<file path="src/rtl/qkts_pkg.sv">
// Shared types, constants and the step direction table for the knob time and tuning setter.
`default_nettype none

package qkts_pkg;

  localparam int DETENT_STEPS_DEF = 4;
  localparam int STEP_W           = 4;

  localparam int CFG_IDX_W  = 2;
  localparam int CFG_DATA_W = 16;

  localparam logic [CFG_IDX_W-1:0] REG_FREQ_MIN    = 2'd0;
  localparam logic [CFG_IDX_W-1:0] REG_FREQ_MAX    = 2'd1;
  localparam logic [CFG_IDX_W-1:0] REG_FREQ_STEP   = 2'd2;
  localparam logic [CFG_IDX_W-1:0] REG_VOLUME_STEP = 2'd3;

  localparam logic [15:0] FREQ_MIN_RST    = 16'd8810;
  localparam logic [15:0] FREQ_MAX_RST    = 16'd10790;
  localparam logic [7:0]  FREQ_STEP_RST   = 8'd20;
  localparam logic [7:0]  VOLUME_STEP_RST = 8'd50;

  localparam logic [5:0]  ALARM_MINUTE_RST = 6'd1;
  localparam logic [4:0]  ALARM_HOUR_RST   = 5'd1;
  localparam logic [15:0] FREQ_RST         = 16'd10790;
  localparam logic [11:0] VOLUME_RST       = 12'd819;

  localparam logic [11:0] VOLUME_MAX   = 12'h0fff;
  localparam logic [11:0] VOLUME_FLOOR = 12'd51;
  localparam logic [11:0] VOLUME_LOW   = 12'd52;
  localparam logic [5:0]  MINUTES_HOUR = 6'd60;
  localparam logic [4:0]  HOURS_DAY    = 5'd24;
  localparam logic [4:0]  HOUR_LAST    = 5'd23;

  localparam logic [1:0] DIR_NONE = 2'd0;
  localparam logic [1:0] DIR_CW   = 2'd1;
  localparam logic [1:0] DIR_CCW  = 2'd2;

  typedef struct packed {
    logic [1:0] left_phase;
    logic [1:0] right_phase;
    logic       clock_set;
    logic       alarm_set;
    logic       tune_set;
  } in_word_t;

  typedef struct packed {
    logic [5:0]  clock_minute;
    logic [4:0]  clock_hour;
    logic [5:0]  alarm_minute;
    logic [4:0]  alarm_hour;
    logic [15:0] tuned_freq;
    logic [11:0] volume_out;
    logic        retune;
  } out_word_t;

  typedef struct packed {
    logic [15:0] freq_min;
    logic [15:0] freq_max;
    logic [7:0]  freq_step;
    logic [7:0]  volume_step;
  } cfg_regs_t;

  typedef struct packed {
    logic up;
    logic dn;
  } knob_det_t;

  function automatic logic [1:0] dir_lookup(input logic [3:0] idx);
    logic [1:0] d;
    case (idx)
      4'd1, 4'd7, 4'd8, 4'd14:  d = DIR_CW;
      4'd2, 4'd4, 4'd11, 4'd13: d = DIR_CCW;
      default:                  d = DIR_NONE;
    endcase
    return d;
  endfunction

endpackage

`default_nettype wire

</file>
<file path="src/rtl/qkts_knob.sv">
// Per-knob phase tracking and step counter that yields one detent per full count.
`default_nettype none

module qkts_knob
  import qkts_pkg::*;
#(
  parameter int DETENT_STEPS = DETENT_STEPS_DEF
) (
  input  wire logic       clk,
  input  wire logic       rst_n,
  input  wire logic       advance,
  input  wire logic [1:0] phase,
  output knob_det_t       det
);

  localparam logic signed [STEP_W-1:0] DET_POS = STEP_W'(DETENT_STEPS);
  localparam logic signed [STEP_W-1:0] DET_NEG = -DET_POS;

  logic [1:0]               prev_r;
  logic signed [STEP_W-1:0] steps_r;
  logic signed [STEP_W-1:0] steps_inc;
  logic signed [STEP_W-1:0] steps_nxt;
  logic [1:0]               dir;

  always_comb begin
    dir = dir_lookup({prev_r, phase});
    case (dir)
      DIR_CW:  steps_inc = steps_r + STEP_W'(1);
      DIR_CCW: steps_inc = steps_r - STEP_W'(1);
      default: steps_inc = steps_r;
    endcase
    det.up    = (steps_inc >= DET_POS);
    det.dn    = (steps_inc <= DET_NEG);
    steps_nxt = (det.up || det.dn) ? '0 : steps_inc;
  end

  always_ff @(posedge clk) begin
    if (!rst_n) begin
      prev_r  <= '0;
      steps_r <= '0;
    end else if (advance) begin
      prev_r  <= phase;
      steps_r <= steps_nxt;
    end
  end

endmodule

`default_nettype wire

</file>
<file path="src/rtl/qkts_core.sv">
// Setpoint state: clock, alarm, tuned frequency and volume, updated by knob detents.
`default_nettype none

module qkts_core
  import qkts_pkg::*;
(
  input  wire logic      clk,
  input  wire logic      rst_n,
  input  wire logic      advance,
  input  wire in_word_t  word,
  input  wire knob_det_t ldet,
  input  wire knob_det_t rdet,
  input  wire cfg_regs_t cfg,
  output out_word_t      result
);

  logic [5:0]  clk_min_r, clk_min_nxt;
  logic [4:0]  clk_hr_r, clk_hr_nxt;
  logic [5:0]  alm_min_r, alm_min_nxt;
  logic [4:0]  alm_hr_r, alm_hr_nxt;
  logic [15:0] freq_r, freq_nxt;
  logic [11:0] vol_r, vol_nxt;

  logic sel_clock, sel_alarm, sel_freq, sel_vol;
  logic signed [1:0]  ld, rd;
  logic signed [2:0]  dsum;
  logic [5:0]  min_base, min_wrap;
  logic [4:0]  hr_base, hr_wrap;
  logic signed [6:0]  min_sum;
  logic signed [5:0]  hr_sum;
  logic        f_up, f_dn, moved;
  logic signed [17:0] f_raw, f_lo, fmin_s, fmax_s;
  logic [15:0] f_fin;
  logic signed [13:0] delta, v_sum;
  logic [11:0] v_fin;

  always_comb begin
    sel_clock = word.clock_set;
    sel_alarm = !word.clock_set && word.alarm_set;
    sel_freq  = !word.clock_set && !word.alarm_set && word.tune_set;
    sel_vol   = !word.clock_set && !word.alarm_set && !word.tune_set;

    ld   = ldet.up ? 2'sd1 : (ldet.dn ? -2'sd1 : 2'sd0);
    rd   = rdet.up ? 2'sd1 : (rdet.dn ? -2'sd1 : 2'sd0);
    dsum = 3'(ld) + 3'(rd);

    min_base = sel_clock ? clk_min_r : alm_min_r;
    hr_base  = sel_clock ? clk_hr_r : alm_hr_r;
    min_sum  = $signed({1'b0, min_base}) + 7'(ld);
    hr_sum   = $signed({1'b0, hr_base}) + 6'(rd);
    if (min_sum >= $signed({1'b0, MINUTES_HOUR})) begin
      min_wrap = 6'(min_sum - $signed({1'b0, MINUTES_HOUR}));
    end else if (min_sum < 0) begin
      min_wrap = 6'(min_sum + $signed({1'b0, MINUTES_HOUR}));
    end else begin
      min_wrap = min_sum[5:0];
    end
    if (hr_sum >= $signed({1'b0, HOURS_DAY})) begin
      hr_wrap = '0;
    end else if (hr_sum < 0) begin
      hr_wrap = HOUR_LAST;
    end else begin
      hr_wrap = hr_sum[4:0];
    end

    f_up   = ldet.up || rdet.up;
    f_dn   = !f_up && (ldet.dn || rdet.dn);
    moved  = f_up || f_dn;
    fmin_s = $signed({2'b00, cfg.freq_min});
    fmax_s = $signed({2'b00, cfg.freq_max});
    if (f_up) begin
      f_raw = $signed({2'b00, freq_r}) + $signed({10'd0, cfg.freq_step});
    end else begin
      f_raw = $signed({2'b00, freq_r}) - $signed({10'd0, cfg.freq_step});
    end
    f_lo  = (f_raw < fmin_s) ? fmax_s : f_raw;
    f_fin = (f_lo > fmax_s) ? cfg.freq_min : f_lo[15:0];

    case (dsum)
      3'sd2:   delta = $signed({5'd0, cfg.volume_step, 1'b0});
      3'sd1:   delta = $signed({6'd0, cfg.volume_step});
      -3'sd1:  delta = -$signed({6'd0, cfg.volume_step});
      -3'sd2:  delta = -$signed({5'd0, cfg.volume_step, 1'b0});
      default: delta = '0;
    endcase
    v_sum = $signed({2'b00, vol_r}) + delta;
    if (v_sum > $signed({2'b00, VOLUME_MAX})) begin
      v_fin = VOLUME_MAX;
    end else if (v_sum < $signed({2'b00, VOLUME_FLOOR})) begin
      v_fin = VOLUME_LOW;
    end else begin
      v_fin = v_sum[11:0];
    end

    clk_min_nxt = sel_clock ? min_wrap : clk_min_r;
    clk_hr_nxt  = sel_clock ? hr_wrap : clk_hr_r;
    alm_min_nxt = sel_alarm ? min_wrap : alm_min_r;
    alm_hr_nxt  = sel_alarm ? hr_wrap : alm_hr_r;
    freq_nxt    = (sel_freq && moved) ? f_fin : freq_r;
    vol_nxt     = sel_vol ? v_fin : vol_r;

    result.clock_minute = clk_min_nxt;
    result.clock_hour   = clk_hr_nxt;
    result.alarm_minute = alm_min_nxt;
    result.alarm_hour   = alm_hr_nxt;
    result.tuned_freq   = freq_nxt;
    result.volume_out   = vol_nxt;
    result.retune       = sel_freq && moved;
  end

  always_ff @(posedge clk) begin
    if (!rst_n) begin
      clk_min_r <= '0;
      clk_hr_r  <= '0;
      alm_min_r <= ALARM_MINUTE_RST;
      alm_hr_r  <= ALARM_HOUR_RST;
      freq_r    <= FREQ_RST;
      vol_r     <= VOLUME_RST;
    end else if (advance) begin
      clk_min_r <= clk_min_nxt;
      clk_hr_r  <= clk_hr_nxt;
      alm_min_r <= alm_min_nxt;
      alm_hr_r  <= alm_hr_nxt;
      freq_r    <= freq_nxt;
      vol_r     <= vol_nxt;
    end
  end

endmodule

`default_nettype wire

</file>
<file path="src/rtl/quadrature_knob_time_tuning_setter.sv">
// Top level: input and result registers, configuration registers and the knob decoders.
//
// Takes one knob sample word per clock while in_stall is low and gives one result word per
// sample; it waits in the input register until out_stall is low or no result is pending.
// Each sample passes an input register, one pass of short logic (direction table, step
// counters, wraps and clamps) and a result register; the two registers together let a
// new word enter while a finished result waits. Configuration registers reset to defaults.
// The user must write them via cfg_we, cfg_index, cfg_wdata only while idle; not enforced.
`default_nettype none

module quadrature_knob_time_tuning_setter
  import qkts_pkg::*;
#(
  parameter int DETENT_STEPS = DETENT_STEPS_DEF
) (
  input  wire logic                  clk,
  input  wire logic                  rst_n,
  input  wire logic                  in_valid,
  output logic                       in_stall,
  input  wire in_word_t              in_word,
  output logic                       out_valid,
  input  wire logic                  out_stall,
  output out_word_t                  out_word,
  input  wire logic                  cfg_we,
  input  wire logic [CFG_IDX_W-1:0]  cfg_index,
  input  wire logic [CFG_DATA_W-1:0] cfg_wdata
);

  logic      s1_valid_r, s1_valid_nxt;
  in_word_t  s1_word_r;
  logic      out_valid_r, out_valid_nxt;
  out_word_t out_word_r;
  logic      s1_adv, in_acc;
  cfg_regs_t cfg_r;
  knob_det_t ldet, rdet;
  out_word_t result;

  always_comb begin
    s1_adv        = s1_valid_r && (!out_valid_r || !out_stall);
    in_stall      = s1_valid_r && !s1_adv;
    in_acc        = in_valid && !in_stall;
    s1_valid_nxt  = in_acc || (s1_valid_r && !s1_adv);
    out_valid_nxt = s1_adv || (out_valid_r && out_stall);
  end

  assign out_valid = out_valid_r;
  assign out_word  = out_word_r;

  always_ff @(posedge clk) begin
    if (!rst_n) begin
      s1_valid_r  <= 1'b0;
      out_valid_r <= 1'b0;
    end else begin
      s1_valid_r  <= s1_valid_nxt;
      out_valid_r <= out_valid_nxt;
    end
  end

  always_ff @(posedge clk) begin
    if (in_acc) begin
      s1_word_r <= in_word;
    end
    if (s1_adv) begin
      out_word_r <= result;
    end
  end

  always_ff @(posedge clk) begin
    if (!rst_n) begin
      cfg_r.freq_min    <= FREQ_MIN_RST;
      cfg_r.freq_max    <= FREQ_MAX_RST;
      cfg_r.freq_step   <= FREQ_STEP_RST;
      cfg_r.volume_step <= VOLUME_STEP_RST;
    end else if (cfg_we) begin
      case (cfg_index)
        REG_FREQ_MIN:    cfg_r.freq_min    <= cfg_wdata;
        REG_FREQ_MAX:    cfg_r.freq_max    <= cfg_wdata;
        REG_FREQ_STEP:   cfg_r.freq_step   <= cfg_wdata[7:0];
        REG_VOLUME_STEP: cfg_r.volume_step <= cfg_wdata[7:0];
        default: ;
      endcase
    end
  end

  qkts_knob #(.DETENT_STEPS(DETENT_STEPS)) u_knob_left (
    .clk     (clk),
    .rst_n   (rst_n),
    .advance (s1_adv),
    .phase   (s1_word_r.left_phase),
    .det     (ldet)
  );

  qkts_knob #(.DETENT_STEPS(DETENT_STEPS)) u_knob_right (
    .clk     (clk),
    .rst_n   (rst_n),
    .advance (s1_adv),
    .phase   (s1_word_r.right_phase),
    .det     (rdet)
  );

  qkts_core u_core (
    .clk     (clk),
    .rst_n   (rst_n),
    .advance (s1_adv),
    .word    (s1_word_r),
    .ldet    (ldet),
    .rdet    (rdet),
    .cfg     (cfg_r),
    .result  (result)
  );

  a_minutes_wrap: assert property (@(posedge clk) disable iff (!rst_n)
    out_valid_r |-> (out_word_r.clock_minute < MINUTES_HOUR) &&
                    (out_word_r.alarm_minute < MINUTES_HOUR))
    else $error("minute out of range");

  a_hours_wrap: assert property (@(posedge clk) disable iff (!rst_n)
    out_valid_r |-> (out_word_r.clock_hour < HOURS_DAY) &&
                    (out_word_r.alarm_hour < HOURS_DAY))
    else $error("hour out of range");

  a_volume_floor: assert property (@(posedge clk) disable iff (!rst_n)
    out_valid_r |-> (out_word_r.volume_out >= VOLUME_FLOOR))
    else $error("volume below floor");

  a_retune_mode: assert property (@(posedge clk) disable iff (!rst_n)
    s1_adv && (s1_word_r.clock_set || s1_word_r.alarm_set ||
               !s1_word_r.tune_set) |=> !out_word_r.retune)
    else $error("retune outside tuning mode");

  a_result_loaded: assert property (@(posedge clk) disable iff (!rst_n)
    s1_adv |=> out_valid_r)
    else $error("advanced word not presented");

endmodule

`default_nettype wire
</file>
<file path="config.mk">
export PLATFORM = sky130hd
export DESIGN_NAME = quadrature_knob_time_tuning_setter
export DESIGN_NICKNAME = d
export VERILOG_FILES = /design/src/rtl/qkts_pkg.sv /design/src/rtl/qkts_knob.sv /design/src/rtl/qkts_core.sv /design/src/rtl/quadrature_knob_time_tuning_setter.sv
export SDC_FILE = /design/constraint.sdc
export NUM_CORES = 1
export LEC_CHECK = 0
export BUFFER_PORTS_ARGS = -buffer_cell sky130_fd_sc_hd__clkbuf_2
export CORE_ASPECT_RATIO = 0.6
export CORE_MARGIN = 5
export CORE_UTILIZATION = 55
export DETAILED_ROUTE_END_ITERATION = 6
export GPL_TIMING_DRIVEN = 0
export HOLD_SLACK_MARGIN = 0.12
export MAX_ROUTING_LAYER = met4
export PLACE_DENSITY = 0.85
export SLEW_MARGIN = 20
export SYNTH_ARGS = -nofsm -noshare
export SYNTH_HDL_FRONTEND = slang
export SYNTH_SLANG_ARGS = --single-unit
</file>
<file path="constraint.sdc">
create_clock -name clk -period 8.42 [get_ports clk]
set_clock_uncertainty 0.05 [all_clocks]
set_input_delay 0.842 -clock clk [delete_from_list [all_inputs] [get_ports clk]]
set_output_delay 0.842 -clock clk [all_outputs]
set_load 0.005 [all_outputs]
</file>
==> flow_results.xml, run 1 <==
<?xml version="1.0" encoding="UTF-8"?>
<metrics>
  <group name="worst_hold_path">
    <metric name="worst_hold_startpoint" unit="">cfg_r[36]</metric>
    <metric name="worst_hold_path.num_cells" unit="">2</metric>
    <metric name="min_delay_worst_endpoint" unit="">cfg_r[36]</metric>
    <metric name="timing.hold.worst.class" unit="">flip-flop to flip-flop</metric>
  </group>
  <group name="pwr">
    <metric name="pwr-share-seq" unit="%">37.5</metric>
    <metric name="swShare" unit="%">35.57</metric>
    <metric name="power.total" unit="mW">2.416</metric>
    <metric name="p_leak" unit="nW">5.269</metric>
    <metric name="share_comb_of_total_power" unit="%">29.4</metric>
    <metric name="p_switching" unit="mW">0.8591</metric>
    <metric name="power_frac_clock" unit="%">33.1</metric>
    <metric name="power.internal" unit="mW">1.556</metric>
    <metric name="p_per_area" unit="mW/mm^2">188.0</metric>
    <metric name="largest_voltage_drop_on_the_vdd_net" unit="V">0.0001571</metric>
  </group>
  <group name="global_route">
    <metric name="grt_overflow_total" unit="">0</metric>
    <metric name="grt.total_usage" unit="%">29.59</metric>
    <metric name="number_of_antenna_violations_at_the_first_check_in_global_routing" unit="">1</metric>
    <metric name="largest_net_degree_at_the_start_of_global_routing" unit="">55</metric>
    <metric name="grt_pass1_wl" unit="microns">52150</metric>
    <metric name="grt_pass1_vias" unit="">9603</metric>
  </group>
  <group name="placement">
    <metric name="post-dp-hpwl" unit="microns">25390</metric>
    <metric name="pre_cts_ws" unit="ns">-0.9904</metric>
    <metric name="gp_congestion" unit="">1.015</metric>
    <metric name="io_buffer_count" unit="">81</metric>
    <metric name="placed_area" unit="sq mm">0.01185</metric>
  </group>
  <group name="layout">
    <metric name="flow.area_growth_from_synthesis" unit="%">16.09</metric>
    <metric name="final_cell_area" unit="sq mm">0.01285</metric>
    <metric name="final_cell_mix" unit="">197 x sky130_fd_sc_hd__nand2_1, 113 x sky130_fd_sc_hd__a21oi_1, 112 x sky130_fd_sc_hd__dfxtp_1, 94 x sky130_fd_sc_hd__inv_1, 83 x sky130_fd_sc_hd__clkbuf_2</metric>
    <metric name="drive_above_1_share" unit="%">15.45</metric>
    <metric name="mostFrequentLayoutCell" unit="">sky130_fd_sc_hd__nand2_1</metric>
    <metric name="design.final.nets" unit="">1548</metric>
  </group>
  <group name="worst_setup_path">
    <metric name="ff2ff_setup_slack" unit="ns">0.07</metric>
    <metric name="critPathMaxFanout" unit="">10</metric>
    <metric name="critPathCaptureType" unit="">flip-flop</metric>
    <metric name="critical_path.startpoint_type" unit="">flip-flop</metric>
    <metric name="r2r.worst_path.cells" unit="">39</metric>
    <metric name="cp.arrival" unit="ns">8.46</metric>
    <metric name="classification_of_the_worst_setup_path" unit="">flip-flop to flip-flop</metric>
    <metric name="critical-path-slowest-cell" unit="">sky130_fd_sc_hd__edfxtp_1</metric>
    <metric name="crit-reg2reg-capture" unit="">out_word[14]</metric>
    <metric name="critical_path_required" unit="ns">8.54</metric>
    <metric name="crit-reg2reg-launch" unit="">s1_word_r[6]</metric>
    <metric name="cp_slowest_stage_delay" unit="ns">0.44</metric>
  </group>
  <group name="synthesis">
    <metric name="synthArstFlopShare" unit="%">0</metric>
    <metric name="yosys_most_used_dff" unit="">sky130_fd_sc_hd__dfxtp_1</metric>
    <metric name="netlist-cell-type-count" unit="">79</metric>
    <metric name="syn_area_per_cell" unit="sq um">8.442</metric>
    <metric name="synth_area" unit="sq mm">0.01107</metric>
    <metric name="yosys_warnings" unit="">0</metric>
    <metric name="synth_nets" unit="">1429</metric>
    <metric name="post_synth_edffs" unit="">58</metric>
    <metric name="netlist_instances" unit="">1311</metric>
    <metric name="ys_ff_latch" unit="">170</metric>
    <metric name="synth_seq_area_share" unit="%">36.00</metric>
  </group>
  <group name="clocking">
    <metric name="clockRootBuffer" unit="">sky130_fd_sc_hd__clkbuf_16</metric>
    <metric name="clock_tree.htree_level_count" unit="">4</metric>
    <metric name="number_of_hold_buffers_added_after_cts" unit="">0</metric>
    <metric name="tritoncts.num_buffers" unit="">17</metric>
    <metric name="clock_insertion_delay_worst_skew" unit="ns">0.45</metric>
    <metric name="tritoncts" unit="">yes</metric>
    <metric name="cts_buffer_depth" unit="">2</metric>
    <metric name="cts.sinks" unit="">170</metric>
    <metric name="clk_pin_slew" unit="ns">0.08</metric>
  </group>
  <group name="timing">
    <metric name="report.final.hold_viol_count" unit="">0</metric>
    <metric name="final_max_slew_viol_count" unit="">0</metric>
    <metric name="relSlewSlack" unit="%">40.87</metric>
    <metric name="setup_slack" unit="ns">0.07070</metric>
    <metric name="maxClockFrequency" unit="MHz">119.8</metric>
    <metric name="period_needed" unit="ns">8.349</metric>
    <metric name="final_number_of_setup_violating_endpoints" unit="">0</metric>
    <metric name="max_slew.worst_pin.slew" unit="ns">0.8870</metric>
    <metric name="finalCritPeriodShare" unit="%">99.16</metric>
  </group>
  <group name="detailed_routing">
    <metric name="detailroute.via_count" unit="">10680</metric>
    <metric name="vias_per_cell" unit="">6.220</metric>
    <metric name="drt_pass1_iterations" unit="">7</metric>
    <metric name="drtIter0Drc" unit="">1387</metric>
    <metric name="drt_wl_total" unit="microns">34230</metric>
    <metric name="remaining_drc_errors" unit="">0</metric>
    <metric name="post_detailed_route_wirelength_per_cell" unit="microns">19.94</metric>
    <metric name="detail-route-antenna-nets" unit="">0</metric>
  </group>
  <group name="floorplan">
    <metric name="pin_count" unit="">83</metric>
    <metric name="effective_utilization_at_floorplan" unit="%">55.70</metric>
    <metric name="rows" unit="">40</metric>
    <metric name="chip_width" unit="microns">193.1</metric>
    <metric name="core-area" unit="sq mm">0.01987</metric>
    <metric name="dieHeight" unit="microns">119.9</metric>
    <metric name="die_outline_area" unit="sq mm">0.02315</metric>
  </group>
  <group name="status">
    <metric name="run_status" unit="">complete, no violations</metric>
  </group>
  <group name="run">
    <metric name="drv.max_cap_violation_count" unit="">0</metric>
  </group>
</metrics>
## kinds of logic after synthesis
| group | share of synthesized area [%] |
|---|---|
| compound gates | 20.89 |
| xor+xnor | 3.561 |
| fa+ha+maj | 10.36 |
| buf+inv | 5.732 |
| flops | 36.00 |
| mux | 4.364 |
| simple gates | 19.10 |
## worst max-delay path: cells and delay by family (launching register included)
kind / cells / cell delay (ns)
XOR/XNOR: 3 / 0.62
buffers and inverters: 6 / 0.99
flip-flops: 1 / 0.44
adder cells (fa/ha/maj): 5 / 1.39
AND/OR/NAND/NOR: 8 / 1.01
multiplexers: 3 / 0.96
AO/OA/AOI/OAI: 14 / 2.63
## cells in the mapped netlist, types with 5 or more instances
| cell | number | share of area [%] |
|---|---|---|
| sky130_fd_sc_hd__a21oi_1 | 115 | 5.2 |
| sky130_fd_sc_hd__a211o_1 | 6 | 0.47 |
| sky130_fd_sc_hd__a211oi_1 | 16 | 1.1 |
| sky130_fd_sc_hd__nor2_1 | 83 | 2.8 |
| sky130_fd_sc_hd__or4_1 | 5 | 0.34 |
| sky130_fd_sc_hd__or3_1 | 14 | 0.79 |
| sky130_fd_sc_hd__o211ai_1 | 36 | 2.4 |
| sky130_fd_sc_hd__o31a_1 | 7 | 0.55 |
| sky130_fd_sc_hd__nand3b_1 | 7 | 0.47 |
| sky130_fd_sc_hd__nand3_1 | 31 | 1.4 |
| sky130_fd_sc_hd__nand4_1 | 11 | 0.62 |
| sky130_fd_sc_hd__o21bai_1 | 6 | 0.41 |
| sky130_fd_sc_hd__nor3b_1 | 7 | 0.47 |
| sky130_fd_sc_hd__mux2i_1 | 19 | 1.7 |
| sky130_fd_sc_hd__nand2_1 | 197 | 6.7 |
| sky130_fd_sc_hd__clkbuf_1 | 44 | 1.5 |
| sky130_fd_sc_hd__mux2_2 | 26 | 2.6 |
| sky130_fd_sc_hd__a22oi_1 | 6 | 0.41 |
| sky130_fd_sc_hd__nor2b_1 | 16 | 0.90 |
| sky130_fd_sc_hd__nor3_1 | 19 | 0.86 |
| sky130_fd_sc_hd__o31ai_1 | 18 | 1.2 |
| sky130_fd_sc_hd__a21o_1 | 16 | 1.1 |
| sky130_fd_sc_hd__o21a_1 | 9 | 0.61 |
| sky130_fd_sc_hd__and2_1 | 7 | 0.40 |
| sky130_fd_sc_hd__o21ai_0 | 62 | 2.8 |
| sky130_fd_sc_hd__nor4_1 | 10 | 0.57 |
| sky130_fd_sc_hd__buf_1 | 10 | 0.34 |
| sky130_fd_sc_hd__a31oi_1 | 5 | 0.28 |
| sky130_fd_sc_hd__edfxtp_1 | 58 | 16 |
| sky130_fd_sc_hd__buf_2 | 6 | 0.27 |
| sky130_fd_sc_hd__a22o_1 | 6 | 0.47 |
| sky130_fd_sc_hd__inv_1 | 94 | 3.2 |
| sky130_fd_sc_hd__nand2b_1 | 10 | 0.57 |
| sky130_fd_sc_hd__ha_1 | 82 | 9.3 |
| sky130_fd_sc_hd__xnor2_1 | 30 | 2.4 |
| sky130_fd_sc_hd__fa_1 | 6 | 1.1 |
| sky130_fd_sc_hd__xor2_1 | 15 | 1.2 |
| sky130_fd_sc_hd__dfxtp_1 | 112 | 20 |
| sky130_fd_sc_hd__or2_2 | 6 | 0.34 |
| sky130_fd_sc_hd__and3_1 | 10 | 0.57 |
## flip-flops by register name (all words and copies together), names as in the netlist, 6 cells and up
| signal | flops |
|---|---|
| out_word | 51 |
| cfg_r | 48 |
| u_core.freq_r | 16 |
| u_core.vol_r | 12 |
| s1_word_r | 7 |
| u_core.alm_min_r | 6 |
| u_core.clk_min_r | 6 |
## worst max-delay path by stage
stage,from,to
2_1_floorplan,s1_word_r[4],out_word[24]
3_3_place_gp,s1_word_r[4],out_word[14]
3_5_place_dp,s1_word_r[6],out_word[14]
4_1_cts,s1_word_r[4],out_word[18]
5_1_grt,s1_word_r[6],out_word[14]
6_report,s1_word_r[6],out_word[14]
## per-layer routing
layer | track usage (%) | up-vias | share of wire [%]
met4 | 6.145 | 0 | 2.0
met1 | 44.45 | 4996 | 45
li1 | - | 4943 | -
met5 | - | - | 0
met3 | 10.61 | 93 | 14
met2 | 37.81 | 647 | 39
## power by group through the flow
| stage | sequential [mW] | clock, mW | combinational [mW] |
|---|---|---|---|
| floorplan | 0.918 | 0 | 0.432 |
| global placement | 0.923 | 0 | 0.586 |
| detailed placement | 0.923 | 0 | 0.604 |
| CTS | 0.905 | 0.802 | 0.625 |
| global route | 0.910 | 0.840 | 0.759 |
| finish | 0.907 | 0.800 | 0.709 |
## timing repair
item,4_1_cts,5_1_grt
gates cloned,0,1
pin swaps,3,8
gates resized for setup,13,41
endpoints found under the setup margin,32,44
setup buffers,4,13
## area by class of cell
type | count | area [sq um]
Antenna cell | 1 | 2.502
Buffer | 63 | 285.3
Clock buffer | 17 | 425.4
Clock inverter | 15 | 173.9
Fill cell | 1610 | 7022
Inverter | 98 | 371.6
Multi-Input combinational cell | 981 | 6703
Sequential cell | 170 | 3984
Tap cell | 273 | 341.6
Timing Repair Buffer | 99 | 560.5
## metrics by stage
step,setup TNS (ns),instances,util [%],hold slack (ns)
finish,0,1717,64.66,0.4281
global route,-0.3595,1717,64.66,0.4502
CTS,0,1702,63.07,0.4246
detailed placement,-24.02,1666,59.62,0.4116
global placement,-20.75,1665,59.46,0.3940
floorplan,0,1311,-,0.3863
Note: power is estimated with default switching activity, not from simulation.
==> run 2: changes to the inputs <==
--- a/config.mk
+++ b/config.mk
@@ -17,4 +17,5 @@
 export SLEW_MARGIN = 20
 export SYNTH_ARGS = -nofsm -noshare
 export SYNTH_HDL_FRONTEND = slang
+export SYNTH_HIERARCHICAL = 1
 export SYNTH_SLANG_ARGS = --single-unit
==> run 2 against run 1 <==
  * Wire length is 1.1% lower
  * Flip-flop and latch count stayed put
  * Final cell count is 0.47% higher
  * Global-route usage is 1.2 points lower
  * Combinational power is 18% higher
  * Hold slack worse by 0.013 ns
  * Final area is 5.0% higher
  * Total power is 5.3% higher
  * Critical path type unchanged
  * Largest cell class unchanged
==> flow_results.xml, run 2 <==
<?xml version="1.0" encoding="UTF-8"?>
<metrics>
  <group name="status">
    <metric name="run_status" unit="">complete, no violations</metric>
  </group>
  <group name="detailed_routing">
    <metric name="detail-route-antenna-nets" unit="">0</metric>
    <metric name="drtIter0Drc" unit="">1335</metric>
    <metric name="drt_pass1_iterations" unit="">6</metric>
    <metric name="post_detailed_route_wirelength_per_cell" unit="microns">19.63</metric>
    <metric name="detailroute.via_count" unit="">10640</metric>
    <metric name="drt_wl_total" unit="microns">33860</metric>
    <metric name="remaining_drc_errors" unit="">0</metric>
    <metric name="vias_per_cell" unit="">6.168</metric>
  </group>
  <group name="synthesis">
    <metric name="synthAdderAreaFrac" unit="%">10.01</metric>
    <metric name="yosys_warnings" unit="">6</metric>
    <metric name="synth_largest_type_area_fraction" unit="%">19.25</metric>
    <metric name="netlist-cell-type-count" unit="">98</metric>
    <metric name="yosys_most_used_dff" unit="">sky130_fd_sc_hd__dfxtp_1</metric>
    <metric name="share_of_the_synthesized_area_in_compound_gates_ao_oa_aoi_oai" unit="%">19.07</metric>
    <metric name="synth_nets" unit="">1434</metric>
    <metric name="synth_top_area_cell" unit="">sky130_fd_sc_hd__dfxtp_1</metric>
    <metric name="syn_area_per_cell" unit="sq um">8.859</metric>
    <metric name="netlist_instances" unit="">1315</metric>
    <metric name="synth_seq_area_share" unit="%">34.20</metric>
    <metric name="ys_ff_latch" unit="">170</metric>
    <metric name="synth_top_family_by_area" unit="">compound AO/OA/AOI/OAI gates</metric>
    <metric name="synthArstFlopShare" unit="%">0</metric>
    <metric name="synth.mux.area_fraction" unit="%">9.108</metric>
    <metric name="yosys-top-cells-count" unit="">139 x sky130_fd_sc_hd__nand2_1, 112 x sky130_fd_sc_hd__dfxtp_1, 94 x sky130_fd_sc_hd__inv_1, 82 x sky130_fd_sc_hd__ha_1, 82 x sky130_fd_sc_hd__nor2_1</metric>
    <metric name="synth_area" unit="sq mm">0.01165</metric>
    <metric name="xor_xnor_cell_area_share_of_the_yosys_netlist" unit="%">3.791</metric>
    <metric name="post_synth_edffs" unit="">58</metric>
    <metric name="synthTopCellsByArea" unit="">sky130_fd_sc_hd__dfxtp_1 19%, sky130_fd_sc_hd__edfxtp_1 15%, sky130_fd_sc_hd__ha_1 8.8%</metric>
    <metric name="dominant_cell_by_count_in_the_synthesized_netlist" unit="">sky130_fd_sc_hd__nand2_1</metric>
    <metric name="synthSimpleGateAreaFrac" unit="%">17.97</metric>
  </group>
  <group name="timing">
    <metric name="final_number_of_setup_violating_endpoints" unit="">0</metric>
    <metric name="period_needed" unit="ns">8.322</metric>
    <metric name="report.final.hold_viol_count" unit="">0</metric>
    <metric name="final_max_slew_viol_count" unit="">0</metric>
    <metric name="setup_slack" unit="ns">0.09772</metric>
    <metric name="setup_tns" unit="ns">0</metric>
    <metric name="relSlewSlack" unit="%">34.58</metric>
    <metric name="finalCritPeriodShare" unit="%">98.84</metric>
    <metric name="maxClockFrequency" unit="MHz">120.2</metric>
    <metric name="max_slew.worst_pin.slew" unit="ns">0.9743</metric>
  </group>
  <group name="placement">
    <metric name="io_buffer_count" unit="">79</metric>
    <metric name="post-place-cells" unit="">1675</metric>
    <metric name="gp_congestion" unit="">0.9887</metric>
    <metric name="post-dp-hpwl" unit="microns">25200</metric>
    <metric name="pre_cts_ws" unit="ns">-1.036</metric>
  </group>
  <group name="clocking">
    <metric name="clock_tree.htree_level_count" unit="">4</metric>
    <metric name="clock_insertion_delay_worst_skew" unit="ns">0.45</metric>
    <metric name="tritoncts.num_buffers" unit="">17</metric>
    <metric name="clockRootBuffer" unit="">sky130_fd_sc_hd__clkbuf_16</metric>
    <metric name="clk_pin_slew" unit="ns">0.07</metric>
    <metric name="tritoncts" unit="">yes</metric>
    <metric name="cts_buffer_depth" unit="">2</metric>
    <metric name="cts.sinks" unit="">170</metric>
  </group>
  <group name="global_route">
    <metric name="number_of_antenna_violations_at_the_first_check_in_global_routing" unit="">0</metric>
    <metric name="grt_overflow_total" unit="">0</metric>
    <metric name="grt.total_usage" unit="%">28.37</metric>
    <metric name="largest_net_degree_at_the_start_of_global_routing" unit="">25</metric>
    <metric name="grt_pass1_wl" unit="microns">52650</metric>
    <metric name="grt_pass1_vias" unit="">9836</metric>
  </group>
  <group name="worst_setup_path">
    <metric name="ff2ff_setup_slack" unit="ns">0.1</metric>
    <metric name="classification_of_the_worst_setup_path" unit="">flip-flop to flip-flop</metric>
    <metric name="cp.arrival" unit="ns">8.43</metric>
    <metric name="critPathMaxFanout" unit="">10</metric>
    <metric name="critPathCaptureType" unit="">flip-flop</metric>
    <metric name="cp_slowest_stage_delay" unit="ns">0.52</metric>
    <metric name="critical_path_required" unit="ns">8.52</metric>
    <metric name="critical_path.startpoint_type" unit="">flip-flop</metric>
    <metric name="critical-path-slowest-cell" unit="">sky130_fd_sc_hd__or4_4</metric>
  </group>
  <group name="floorplan">
    <metric name="pin_count" unit="">83</metric>
    <metric name="chip_width" unit="microns">197.9</metric>
    <metric name="dieHeight" unit="microns">122.7</metric>
    <metric name="rows" unit="">41</metric>
    <metric name="die_outline_area" unit="sq mm">0.02429</metric>
    <metric name="effective_utilization_at_floorplan" unit="%">55.66</metric>
    <metric name="core-area" unit="sq mm">0.02093</metric>
  </group>
  <group name="layout">
    <metric name="instances_no_fill" unit="">1725</metric>
    <metric name="drive_above_1_share" unit="%">19.17</metric>
    <metric name="largest_reg_flops" unit="">51</metric>
    <metric name="post-route-util" unit="%">64.45</metric>
    <metric name="design.final.nets" unit="">1551</metric>
    <metric name="flow.area_growth_from_synthesis" unit="%">15.80</metric>
    <metric name="mostFrequentLayoutCell" unit="">sky130_fd_sc_hd__nand2_1</metric>
    <metric name="final_cell_mix" unit="">136 x sky130_fd_sc_hd__nand2_1, 112 x sky130_fd_sc_hd__dfxtp_1, 93 x sky130_fd_sc_hd__inv_1, 80 x sky130_fd_sc_hd__clkbuf_2, 80 x sky130_fd_sc_hd__nor2_1</metric>
  </group>
  <group name="pwr">
    <metric name="largest_voltage_drop_on_the_vdd_net" unit="V">0.0001460</metric>
    <metric name="p_per_area" unit="mW/mm^2">188.5</metric>
    <metric name="p_leak" unit="nW">5.800</metric>
  </group>
  <group name="run">
    <metric name="drv.max_cap_violation_count" unit="">0</metric>
  </group>
  <group name="worst_hold_path">
    <metric name="timing.hold.worst.class" unit="">flip-flop to flip-flop</metric>
  </group>
</metrics>
## run 2: cell types whose count changed after synthesis, moves of 7 or more
cell | previous run | this run
sky130_fd_sc_hd__nand2_1 | 197 | 139
sky130_fd_sc_hd__mux2i_1 | 19 | 71
sky130_fd_sc_hd__a21oi_1 | 115 | 76
sky130_fd_sc_hd__o21ai_1 | 1 | 38
sky130_fd_sc_hd__nor2b_1 | 16 | 40
sky130_fd_sc_hd__o211ai_1 | 36 | 17
sky130_fd_sc_hd__or3_1 | 14 | 3
sky130_fd_sc_hd__buf_1 | 10 | 2
sky130_fd_sc_hd__a31oi_1 | 5 | 12
sky130_fd_sc_hd__nor4_1 | 10 | 3
sky130_fd_sc_hd__o31a_1 | 7 | 0
sky130_fd_sc_hd__o31ai_1 | 18 | 11
sky130_fd_sc_hd__xnor2_1 | 30 | 23
## run 2: timing repair
item | CTS | global route
endpoints found under the setup margin | 32 | 32
resized for setup | 15 | 52
hold buffers | 0 | 0
pin swaps | 4 | 17
buffers inserted | 6 | 11
## run 2: area by class of cell
| class | count | area, sq um |
|---|---|---|
| diodes | 1 | 2.502 |
| fillers | 1726 | 7440 |
| repair buffers | 98 | 578.1 |
| inverters | 99 | 371.6 |
| clock inverters | 14 | 147.6 |
| plain buffers | 62 | 346.6 |
| clock buffers | 18 | 429.2 |
| multi-input cells | 984 | 7282 |
| flip-flops and latches | 170 | 3984 |
| well taps | 279 | 349.1 |
## run 2: per-stage QoR
stage	total power, mW	hold WS [ns]	cell area, sq um
2_1_floorplan	1.424	0.3847	11650
3_3_place_gp	1.592	0.3945	12390
3_5_place_dp	1.614	0.3977	12470
4_1_cts	2.431	0.4142	13160
5_1_grt	2.651	0.4285	13490
6_report	2.543	0.4149	13490
## run 2: critical path, delay by kind of cell (launching register included)
kind                     cells  cell delay, ns
XOR/XNOR                     4            0.79
AND/OR/NAND/NOR              7            1.51
AO/OA/AOI/OAI               14            2.77
buffers and inverters        3            0.42
flip-flops                   1            0.45
adder cells (fa/ha/maj)      5            1.40
multiplexers                 2            0.63
## run 2: cell families (layout without fill, tap and decap cells)
group	after synthesis	in the layout
AND/OR/NAND/NOR	415	415
XOR/XNOR	47	47
adder cells (fa/ha/maj)	89	89
buffers and inverters	161	291
AO/OA/AOI/OAI	332	332
flip-flops	170	170
other	0	1
multiplexers	101	101
## run 2: power breakdown
part	internal [mW]	switching [mW]
clock network	0.438	0.356
registers	0.886	0.0245
logic	0.331	0.508
total	1.65	0.888
## run 2: path summary, 6_finish.rpt
check | startpoint | depth (start not counted) | end
min reg2reg | cfg_r[34] | 2 | cfg_r[34]
max reg2reg | s1_word_r[4] | 35 | out_word[19]
max | s1_word_r[4] | 35 | out_word[19]
min | cfg_r[34] | 2 | cfg_r[34]
## run 2: per-layer routing
| layer | vias to the layer above | wire, microns | track usage (%) | share of wire, % |
|---|---|---|---|---|
| met5 | - | 0 | - | 0 |
| met4 | 0 | 454 | 6.191 | 1.3 |
| met3 | 50 | 3849 | 7.737 | 11 |
| met2 | 545 | 13870 | 38.97 | 41 |
| met1 | 5106 | 15690 | 41.64 | 46 |
| li1 | 4938 | - | - | - |
==> run 3: changes to the inputs <==
--- a/config.mk
+++ b/config.mk
@@ -12,7 +12,6 @@
 export DETAILED_ROUTE_END_ITERATION = 6
 export GPL_TIMING_DRIVEN = 0
 export HOLD_SLACK_MARGIN = 0.12
-export MAX_ROUTING_LAYER = met4
 export PLACE_DENSITY = 0.85
 export SLEW_MARGIN = 20
 export SYNTH_ARGS = -nofsm -noshare
==> run 3 against run 2 <==
  * Clock-buffer cell count is the same
  * Register-to-register slack gained 0.03 ns
  * Die area is the same
  * First-iteration DRC count shrank 7.0%
  * Via count grew 0.35%
  * Hold slack is essentially flat
  * Wire length grew 1.0%
  * Maximum frequency grew 0.31%
  * Total power grew 1.2%
  * Non-clock buffer count shrank 5
  * Sequential share of layout area grew 0.11 points
  * Final area shrank 0.38%
  * Critical endpoint is now out_word[28]
  * Highest routed layer is now met5
==> flow_results.xml, run 3 (synthesized netlist as in run 2, its figures left out) <==
<?xml version="1.0" encoding="UTF-8"?>
<metrics>
  <group name="worst_setup_path">
    <metric name="classification_of_the_worst_setup_path" unit="">flip-flop to flip-flop</metric>
    <metric name="critical_path_required" unit="ns">8.65</metric>
    <metric name="r2r.worst_path.cells" unit="">35</metric>
    <metric name="ff2ff_setup_slack" unit="ns">0.12</metric>
    <metric name="critical_path.startpoint_type" unit="">flip-flop</metric>
    <metric name="cp_slowest_stage_delay" unit="ns">0.51</metric>
    <metric name="critical-path-slowest-cell" unit="">sky130_fd_sc_hd__or4_4</metric>
    <metric name="critPathCaptureType" unit="">flip-flop</metric>
    <metric name="cp.arrival" unit="ns">8.53</metric>
    <metric name="critPathMaxFanout" unit="">10</metric>
  </group>
  <group name="timing">
    <metric name="period_needed" unit="ns">8.297</metric>
    <metric name="final_max_slew_viol_count" unit="">0</metric>
    <metric name="maxClockFrequency" unit="MHz">120.5</metric>
    <metric name="setup_slack" unit="ns">0.1233</metric>
    <metric name="report.final.hold_viol_count" unit="">0</metric>
    <metric name="final_number_of_setup_violating_endpoints" unit="">0</metric>
    <metric name="relSlewSlack" unit="%">26.70</metric>
    <metric name="finalCritPeriodShare" unit="%">98.54</metric>
    <metric name="rsz_0062_raised_after_global_routing" unit="">true</metric>
    <metric name="max_slew.worst_pin.slew" unit="ns">1.092</metric>
  </group>
  <group name="floorplan">
    <metric name="die_outline_area" unit="sq mm">0.02429</metric>
    <metric name="dieHeight" unit="microns">122.7</metric>
    <metric name="pin_count" unit="">83</metric>
    <metric name="effective_utilization_at_floorplan" unit="%">55.66</metric>
    <metric name="rows" unit="">41</metric>
    <metric name="chip_width" unit="microns">197.9</metric>
    <metric name="core-area" unit="sq mm">0.02093</metric>
  </group>
  <group name="pwr">
    <metric name="p_per_area" unit="mW/mm^2">191.4</metric>
    <metric name="p_leak" unit="nW">5.779</metric>
    <metric name="largest_voltage_drop_on_the_vdd_net" unit="V">0.0001485</metric>
    <metric name="power.total" unit="mW">2.573</metric>
  </group>
  <group name="layout">
    <metric name="final_cell_mix" unit="">139 x sky130_fd_sc_hd__nand2_1, 112 x sky130_fd_sc_hd__dfxtp_1, 93 x sky130_fd_sc_hd__inv_1, 81 x sky130_fd_sc_hd__nor2_1, 80 x sky130_fd_sc_hd__clkbuf_2</metric>
    <metric name="instances_no_fill" unit="">1719</metric>
    <metric name="mostFrequentLayoutCell" unit="">sky130_fd_sc_hd__nand2_1</metric>
    <metric name="fillCellCount" unit="">1750</metric>
    <metric name="final_cell_area" unit="sq mm">0.01344</metric>
    <metric name="antenna_cells" unit="">0</metric>
    <metric name="design.final.nets" unit="">1546</metric>
    <metric name="post-route-util" unit="%">64.21</metric>
    <metric name="largest_reg_flops" unit="">51</metric>
    <metric name="drive_above_1_share" unit="%">18.19</metric>
    <metric name="flow.area_growth_from_synthesis" unit="%">15.36</metric>
  </group>
  <group name="placement">
    <metric name="pre_cts_ws" unit="ns">-1.128</metric>
    <metric name="post-dp-hpwl" unit="microns">25440</metric>
    <metric name="post-place-cells" unit="">1675</metric>
    <metric name="placed_area" unit="sq mm">0.01247</metric>
    <metric name="io_buffer_count" unit="">79</metric>
    <metric name="gp_congestion" unit="">0.9759</metric>
  </group>
  <group name="detailed_routing">
    <metric name="detailroute.via_count" unit="">10680</metric>
    <metric name="post_detailed_route_wirelength_per_cell" unit="microns">19.89</metric>
    <metric name="vias_per_cell" unit="">6.211</metric>
    <metric name="drt_wl_total" unit="microns">34200</metric>
    <metric name="detail-route-antenna-nets" unit="">0</metric>
    <metric name="remaining_drc_errors" unit="">0</metric>
    <metric name="drt_pass1_iterations" unit="">6</metric>
    <metric name="drtIter0Drc" unit="">1242</metric>
  </group>
  <group name="clocking">
    <metric name="number_of_hold_buffers_added_after_cts" unit="">0</metric>
    <metric name="clk_pin_slew" unit="ns">0.07</metric>
    <metric name="cts_buffer_depth" unit="">2</metric>
    <metric name="clockRootBuffer" unit="">sky130_fd_sc_hd__clkbuf_16</metric>
    <metric name="cts.sinks" unit="">170</metric>
    <metric name="tritoncts.num_buffers" unit="">17</metric>
    <metric name="clock_insertion_delay_worst_skew" unit="ns">0.45</metric>
    <metric name="clock_tree.htree_level_count" unit="">4</metric>
    <metric name="tritoncts" unit="">yes</metric>
  </group>
  <group name="global_route">
    <metric name="grt_overflow_total" unit="">0</metric>
    <metric name="number_of_antenna_violations_at_the_first_check_in_global_routing" unit="">1</metric>
    <metric name="grt_pass1_vias" unit="">9923</metric>
    <metric name="grt_pass1_wl" unit="microns">53250</metric>
    <metric name="largest_net_degree_at_the_start_of_global_routing" unit="">25</metric>
    <metric name="grt.total_usage" unit="%">28.01</metric>
  </group>
  <group name="status">
    <metric name="run_status" unit="">complete, no violations</metric>
  </group>
  <group name="worst_hold_path">
    <metric name="worst_hold_path.num_cells" unit="">2</metric>
    <metric name="timing.hold.worst.class" unit="">flip-flop to flip-flop</metric>
  </group>
  <group name="run">
    <metric name="drv.max_cap_violation_count" unit="">0</metric>
  </group>
</metrics>
-- run 3: cell count changes in the layout (fill, tap and decap cells not counted), moves of 2 or more --
cell and delta:
sky130_fd_sc_hd__nand2_2 -3, sky130_fd_sc_hd__clkinv_4 -3, sky130_fd_sc_hd__ha_2 +2, sky130_fd_sc_hd__inv_6 +4, sky130_fd_sc_hd__clkinv_2 -3, sky130_fd_sc_hd__nand2_1 +3
sky130_fd_sc_hd__buf_4 -5, sky130_fd_sc_hd__o21ai_2 -4, sky130_fd_sc_hd__o21ai_1 +4, sky130_fd_sc_hd__ha_1 -2
-- run 3: layout make-up --
| cell class | count | area (sq um) | share of cell area [%] |
|---|---|---|---|
| Buffer | 62 | 337.8 | 2.514 |
| Clock buffer | 18 | 429.2 | 3.193 |
| Clock inverter | 14 | 182.7 | 1.359 |
| Inverter | 99 | 371.6 | 2.765 |
| Multi-Input combinational cell | 984 | 7244 | 53.91 |
| Sequential cell | 170 | 3984 | 29.64 |
| Tap cell | 279 | 349.1 | 2.598 |
| Timing Repair Buffer | 93 | 540.5 | 4.022 |
-- run 3: worst max-delay path: cells and delay by family (launching register included) --
family	cells	cell delay [ns]
and+or+nand+nor	9	1.84
DFF	1	0.45
adders and majority gates	5	1.27
muxes	2	0.67
AOI/OAI and AO/OA	12	2.63
xor gates and xnor gates	4	0.79
buffers and inverters	3	0.42
-- run 3: report_power, final --
part,internal [mW],switching [mW]
Combinational,0.319,0.502
Clock,0.475,0.367
Sequential,0.885,0.0241
-- run 3: what timing repair did --
item	CTS	global route
pin swaps	8	15
resized for setup	18	36
endpoints found under the setup margin	32	32
setup buffers	7	5
gates cloned	0	0
-- run 3: path summary, 6_finish.rpt --
check,start,end
worst max-delay path,s1_word_r[3],out_word[28]
worst max register to register,s1_word_r[3],out_word[28]
worst min-delay path,cfg_r[34],cfg_r[34]
worst min register to register,cfg_r[34],cfg_r[34]
-- run 3: routing by layer --
metal	vias up	part of all wire, %	routed length [microns]	GRT usage [%]
li1	4936	-	-	-
met1	5111	46	15620	40.73
met2	572	41	13960	40.12
met3	55	12	4063	9.465
met4	2	1.5	527	6.707
met5	-	0.050	17	0
-- run 3: stage by stage --
stage          hold slack, ns  TNS, ns
2_1_floorplan          0.3847        0
3_3_place_gp           0.3939   -62.24
3_5_place_dp           0.4084   -28.32
4_1_cts                0.4182        0
5_1_grt                0.4329  -0.6652
6_report               0.4146        0
